**config.mk**
```make
export PLATFORM = sky130hd
export DESIGN_NAME = q2e_isqrt
export DESIGN_NICKNAME = d
export VERILOG_FILES = /design/src/hdl/quaternion_to_euler_angles_core_assert.svh /design/src/hdl/q2e_pkg.sv /design/src/hdl/q2e_isqrt.sv
export SDC_FILE = /design/constraint.sdc
export NUM_CORES = 2
export LEC_CHECK = 0
export CAP_MARGIN = 20
export CORE_ASPECT_RATIO = 1.5
export CORE_MARGIN = 3
export CORE_UTILIZATION = 50
export CTS_BUF_LIST = sky130_fd_sc_hd__clkbuf_8 sky130_fd_sc_hd__clkbuf_16
export CTS_CLUSTER_SIZE = 20
export DETAILED_ROUTE_END_ITERATION = 10
export DONT_BUFFER_PORTS = 1
export PLACE_DENSITY = 0.67
export SYNTH_ARGS = -nofsm -noshare
export SYNTH_HDL_FRONTEND = slang
export SYNTH_SLANG_ARGS = --single-unit
```
**constraint.sdc**
```tcl
create_clock -name clk -period 6.52 [get_ports clk]
set_input_delay 0.978 -clock clk [delete_from_list [all_inputs] [get_ports clk]]
set_output_delay 0.978 -clock clk [all_outputs]
set_load 0.01 [all_outputs]
```
**src/hdl/quaternion_to_euler_angles_core_assert.svh**
```systemverilog
// Assertion shorthands shared by the RTL.
`ifndef QUATERNION_TO_EULER_ANGLES_CORE_ASSERT_SVH
`define QUATERNION_TO_EULER_ANGLES_CORE_ASSERT_SVH

// Same-cycle implication, checked outside reset.
`define Q2E_ASSERT_NOW(lbl, ante, cons, msg) \
	lbl: assert property (@(posedge clk) disable iff (!arst_n) (ante) |-> (cons)) \
		else $error(msg);

// Next-cycle implication, checked outside reset.
`define Q2E_ASSERT_NEXT(lbl, ante, cons, msg) \
	lbl: assert property (@(posedge clk) disable iff (!arst_n) (ante) |=> (cons)) \
		else $error(msg);

`endif

```
**src/hdl/q2e_pkg.sv**
```systemverilog
package q2e_pkg;

	localparam int ANGLE_FRAC_BITS = 7;

	localparam int M_W          = 36;
	localparam int XW           = 44;
	localparam int ACC_W        = 26;
	localparam int NORM_BIT     = 40;
	localparam int CORDIC_STEPS = 20;
	localparam int CORDIC_LAT   = CORDIC_STEPS + 3;
	localparam int SQRT_STEPS   = 32;
	localparam int SQRT_W       = 64;
	localparam int MSB_W        = $clog2(M_W + NORM_BIT);
	localparam int DEG_UNIT     = 65536;

	typedef logic signed [M_W-1:0]   mval_t;
	typedef logic signed [ACC_W-1:0] angle_t;
	typedef logic signed [ACC_W:0]   wide_angle_t;
	typedef logic signed [31:0]      prod_t;

	typedef struct packed {
		mval_t m11;
		mval_t m12;
		mval_t m23;
		mval_t m33;
		mval_t asin_num;
	} pend_t;

	localparam angle_t DEG90  = ACC_W'(90 * DEG_UNIT);
	localparam angle_t DEG180 = ACC_W'(180 * DEG_UNIT);

	localparam wide_angle_t RND_HALF = (ACC_W + 1)'(1 << (15 - ANGLE_FRAC_BITS));
	localparam int          RND_SH   = 16 - ANGLE_FRAC_BITS;
	localparam wide_angle_t LIM180   = (ACC_W + 1)'(180 << ANGLE_FRAC_BITS);
	localparam wide_angle_t LIM90    = (ACC_W + 1)'(90 << ANGLE_FRAC_BITS);

	localparam angle_t ATAN_TAB [CORDIC_STEPS] = '{
		26'sd2949120, 26'sd1740967, 26'sd919879, 26'sd466945, 26'sd234379,
		26'sd117304, 26'sd58666, 26'sd29335, 26'sd14668, 26'sd7334,
		26'sd3667, 26'sd1833, 26'sd917, 26'sd458, 26'sd229,
		26'sd115, 26'sd57, 26'sd29, 26'sd14, 26'sd7
	};

	// Rounds half up from 2^-16 degree to the output grid and clamps.
	function automatic wide_angle_t to_out(input wide_angle_t a, input wide_angle_t lim);
		wide_angle_t r;
		r = (a + RND_HALF) >>> RND_SH;
		if (r > lim) begin
			r = lim;
		end else if (r < -lim) begin
			r = -lim;
		end
		return r;
	endfunction

endpackage

```
**src/hdl/q2e_isqrt.sv**
```systemverilog
module q2e_isqrt (
	input  logic                                   clk,
	input  logic                                   en,
	input  logic [q2e_pkg::SQRT_W-1:0]             rad,
	output logic [q2e_pkg::SQRT_W/2-1:0]           root
);
	import q2e_pkg::*;

	logic [SQRT_W-1:0] n_s [1:SQRT_STEPS];
	logic [SQRT_W-1:0] r_s [1:SQRT_STEPS];

	// One result bit per stage, trial bit walking down from the top pair.
	for (genvar j = 0; j < SQRT_STEPS; j++) begin : g_bit
		localparam logic [SQRT_W-1:0] BIT = SQRT_W'(1) << (SQRT_W - 2 - 2 * j);
		logic [SQRT_W-1:0] n_in, r_in;
		logic [SQRT_W-1:0] trial;
		if (j == 0) begin : g_head
			assign n_in = rad;
			assign r_in = '0;
		end else begin : g_body
			assign n_in = n_s[j];
			assign r_in = r_s[j];
		end
		assign trial = r_in + BIT;
		always_ff @(posedge clk) begin
			if (en) begin
				if (n_in >= trial) begin
					n_s[j+1] <= n_in - trial;
					r_s[j+1] <= (r_in >> 1) + BIT;
				end else begin
					n_s[j+1] <= n_in;
					r_s[j+1] <= r_in >> 1;
				end
			end
		end
	end

	assign root = r_s[SQRT_STEPS][SQRT_W/2-1:0];

endmodule

```
After elaboration in Yosys (flattened, before gate mapping)
Memories as Yosys holds them, arrays and structs flattened.
Cells that the tools add are included.
W data, S select, Z words.
- register bits: 0
- latch bits: 0
- bits in writable memories: 4096
- ROM bits: 0
- input port bits: 66
- output and inout bits: 32
- word-level logic and storage cells: 448
- memories: 2
- memory list (memory ; depth ; width ; read ports ; clocked after memory_dff ; write ports ; line ; source):
    n_s ; 32 ; 64 ; 31 ; 0 ; 32 ; q2e_isqrt.sv:9 ; logic [SQRT_W-1:0] n_s [1:SQRT_STEPS];
    r_s ; 32 ; 64 ; 32 ; 0 ; 32 ; q2e_isqrt.sv:10 ; logic [SQRT_W-1:0] r_s [1:SQRT_STEPS];
- $add $sub $neg: 94
- multipliers: 0
- div/mod/pow operators: 0
- $lt $le $gt $ge: 32
- eq/ne operators: 0
- shift operators: 0
- muxes and demuxes: 256
- bitwise gates (word level): 64
- reductions and logical operators: 0
- operators with widths (kind ; count):
    $mux W64 ; 64
    $ge A64 B64 Y1 ; 31
    $sub A64 B64 Y64 ; 31
    $mux W1 ; 192
    $add A63 B1 Y64 const B ; 1
    $add A63 B11 Y64 const B ; 1
    $add A63 B13 Y64 const B ; 1
    $add A63 B15 Y64 const B ; 1
    $add A63 B17 Y64 const B ; 1
    $add A63 B19 Y64 const B ; 1
    $add A63 B21 Y64 const B ; 1
    $add A63 B23 Y64 const B ; 1
    $add A63 B25 Y64 const B ; 1
    $add A63 B27 Y64 const B ; 1
    $add A63 B29 Y64 const B ; 1
    $add A63 B3 Y64 const B ; 1
    $add A63 B31 Y64 const B ; 1
    $add A63 B33 Y64 const B ; 1
    $add A63 B35 Y64 const B ; 1
    $add A63 B37 Y64 const B ; 1
    $add A63 B39 Y64 const B ; 1
    $add A63 B41 Y64 const B ; 1
    $add A63 B43 Y64 const B ; 1
    $add A63 B45 Y64 const B ; 1
    45 further kinds ; 108

Longest topological paths before layout
An unclocked memory read counts as a cell.
- word-level depth: 7
- gate-level depth with buffers: 15
- depth with buffers taken out: 13

Worst setup path after synthesis
No wires, ideal clock.
- path type: input to register
- start: input en
- end: register n_s[0][1984] (netlist name)
- setup time: 487 ps
- arrival: 4617 ps
- slack: 1415 ps
- stages: 5
- path buffers: 5
- path through: clkbuf_1 clkbuf_1 clkbuf_1 clkbuf_1 clkbuf_1
- RTL lines (element ; line ; source):
    start: declaration ; q2e_isqrt.sv:3 ; input logic en,

==> summary.txt <==
Outcome
  • Status: finished, final reports clean

Synthesis
  • Synthesized area per cell: around 12 um2
  • Mapped Area: 121000 um2
  • Synth cell types: 96
  • Seq/Total Area, Yosys: between 60% and 70%
  • Post-synth EDFFs: 2512
  • Mapped Cells: 9823
  • Syn_nets: 10.4k
  • Yosys warns: 0
  • Main synth FF type: edfxtp_1
  • Yosys reg bits: approximately 2.5k
  • Async set or reset register ratio after synthesis: 0%

Clocking
  • CTS tree: built
  • Htree depth: 4
  • Hold buffer count at CTS: 0
  • CTS root buf: clkbuf_16
  • Clock sink count: approximately 2.5k
  • Clock Path Buffers: 4
  • # Post-CTS Setup Buffers: 0
  • Number of buffers created by CTS: roughly 240
  • Post-CTS Resized: 0
  • CTS clk-pin slew, worst paths: 0.07 ns
  • Skew-Pair Late Insertion Delay: 0.95 ns

Power and ir drop
  • VDD IR-drop max: 0.313 mV
  • Total power: 45.8 mW
  • PD cells: 343 nW/um2
  • Leak pwr: ~50 nW

Die
  • Die Width: 408 um
  • # rows: between 200 and 250
  • Number of top-level pins: 98
  • Total die area: 249000 um2
  • Starting Density: 50.5%
  • Chip height: roughly 610 um
  • Core ar.: about 240000 um2

Worst setup path
  • R2R Path Start: r_s[0][1556]$_DFFE_PP_
  • Required @ worst endpoint: 7.22 ns
  • RR Endpoint: n_s[0][1657]$_DFFE_PP_
  • R2R cell count: 12
  • Worst reg2reg setup slack: ~1.3 ns
  • CP Launch Type: input pin
  • Critical Path AT: 6.56 ns
  • Crit Path Class: in2reg
  • Worst setup EP type: register
  • Maximum fanout along the worst path: 252

Hold path
  • Hold path start: rad[36]
  • Hold WC Path Type: in2reg
  • Worst min-delay path endpoint: n_s[0][100]$_DFFE_PP_
  • Hold depth: 0

Detailed routing
  • DRC Markers: 0
  • Vias: 78.6k
  • First drt pass iteration count: 7
  • Wire length per cell: ~23 um
  • DR iter-0 viols: 5693
  • ANT nets after route: 0
  • Vias per std cell: 5.87
  • Total wire length: 313000 um

Place
  • # port buffers: 0
  • Routability congestion estimate: 1.02
  • Post-DP HPWL: 237000 um

Timing
  • Final Hold Viols: 0
  • Final period utilization: around 90%
  • Max Slew Vio Count: 0
  • Clk_skew: 0.139 ns
  • Slew headroom: 5.35%
  • Fin crit period: 5.87 ns
  • Unrepaired setup endpoints after global routing: no
  • Fmax: 0.170 GHz
  • Worst-Margin Slew: 1.42 ns
  • Setup violations, final: 0

GRT
  • GR Overflow Total: 0
  • Pin count of the biggest net entering global routing: 280
  • Vias in the first global route: between 80k and 90k
  • Initial antenna violation count: 6
  • Global-route wire length before repair: 469000 um
  • GR Util All Layers: 24.7%

Cells and area
  • Fin nets: between 10k and 15k
  • Fin util: a little under three fifths
  • Fraction of layout cells with a size suffix above 1: 6.14%
  • Syn-to-layout area delta: 10.2%
  • Fill cell count: 19.6k
  • Area of the multi-input gates: 42600 um2
  • Seq. cell area: 75400 um2

Run
  • Max-Cap Viols: 0
## stage by stage
step	hold slack, ns	area (um2)	setup slack [ns]	setup TNS, ns	instances
final	0.110	134000	0.652	0	13375
after global routing	0.0665	134000	0.155	0	13367
after CTS	0.0599	134000	0.222	0	13362
after detailed placement	0.426	126000	-2.54	-835.59	12934
after global placement	0.419	126000	-2.39	-725.77	12920
after floorplan	0.417	121000	1.42	0	9823
## worst max-delay path: stages
cell     delay, ns
buf_16        0.41
buf_16        0.70
buf_16        0.47
buf_16        0.42
buf_16        0.38
buf_16        0.79
buf_16        0.42
nand2_1       0.13
nor4_1        0.26
buf_4         0.19
nor4b_1       0.06
xor2_1        0.15
## worst max-delay path by stage
stage / start / to / slack (ns) / depth (start not counted)
global route: en / n_s[0][251]$_DFFE_PP_ / 0.16 / 13
detailed placement: en / n_s[0][255]$_DFFE_PP_ / -2.54 / 12
floorplan: en / n_s[0][1984]$_DFFE_PP_ / 1.42 / 5
CTS: en / n_s[0][255]$_DFFE_PP_ / 0.22 / 12
global placement: en / n_s[0][255]$_DFFE_PP_ / -2.39 / 12
finish: en / n_s[0][255]$_DFFE_PP_ / 0.65 / 12
## power breakdown
group          internal [mW]  switching, mW  leakage (nW)
combinational           3.81           5.82          21.8
clock                   8.03           6.01          3.90
sequential              20.4           1.71          24.2
total                   32.3           13.5          49.8
## layout by cell type (no fill, tap or decap), types with 158 or more instances in the layout
| master | synthesis | layout |
|---|---|---|
| nand2_1 | 784 | 784 |
| nor4_1 | 361 | 349 |
| a21o_1 | 266 | 266 |
| ha_1 | 558 | 558 |
| xor2_1 | 445 | 445 |
| nand3_1 | 158 | 158 |
| o21ai_0 | 583 | 582 |
| xnor2_1 | 428 | 428 |
| nor2_1 | 568 | 567 |
| edfxtp_1 | 2512 | 2512 |
| nor3_1 | 263 | 262 |
| a21oi_1 | 506 | 505 |
| clkbuf_16 | 0 | 236 |
| inv_1 | 701 | 727 |
## final cells by class
cell class                      instances  area share [%]
Tap cell                             3219            3.01
Multi-Input combinational cell       6389            31.9
Antenna cell                            9          0.0168
Inverter                              703            1.97
Sequential cell                      2512            56.4
Clock inverter                        188            1.43
Clock buffer                          236            4.41
Timing Repair Buffer                  119           0.906
## metal layers
| metal | wire (um) | global-route usage, % | vias to the layer above |
|---|---|---|---|
| met4 | 25900 | 17.6 | 6 |
| met1 | 99000 | 22.1 | 38251 |
| met3 | 12100 | 3.30 | 1025 |
| li1 | - | - | 36951 |
| met2 | 176000 | 49.5 | 2330 |
| met5 | 41 | 0 | - |
## cells by family after synthesis
logic type / synth area share (%)
compound gates: 9.56
simple gates: 12.8
xor+xnor: 6.30
buf+inv: 2.90
flops: 62.1
mux: 0.520
fa+ha+maj: 5.75
## sequential cells by signal, summed over array words and instances (netlist names)
signal	count
n_s	1984
r_s	528
## cells in the mapped netlist (60+ instances only)
cell type / n / share of area (%)
nor4_1: 361 / 1.9
nor2b_1: 80 / 0.41
inv_1: 701 / 2.2
o21bai_1: 60 / 0.37
nand2b_1: 122 / 0.63
nand3_1: 158 / 0.65
or4_1: 86 / 0.53
nand2_1: 784 / 2.4
xor2_1: 445 / 3.2
nor2_1: 568 / 1.8
xnor2_1: 428 / 3.1
a21oi_1: 506 / 2.1
edfxtp_1: 2512 / 62
or3_1: 138 / 0.71
nand4_1: 146 / 0.75
a21o_1: 266 / 1.6
o21a_1: 99 / 0.61
nor3_1: 263 / 1.1
clkbuf_1: 187 / 0.58
ha_1: 558 / 5.8
o21ai_0: 583 / 2.4
Power figures use the tool's default switching activity.
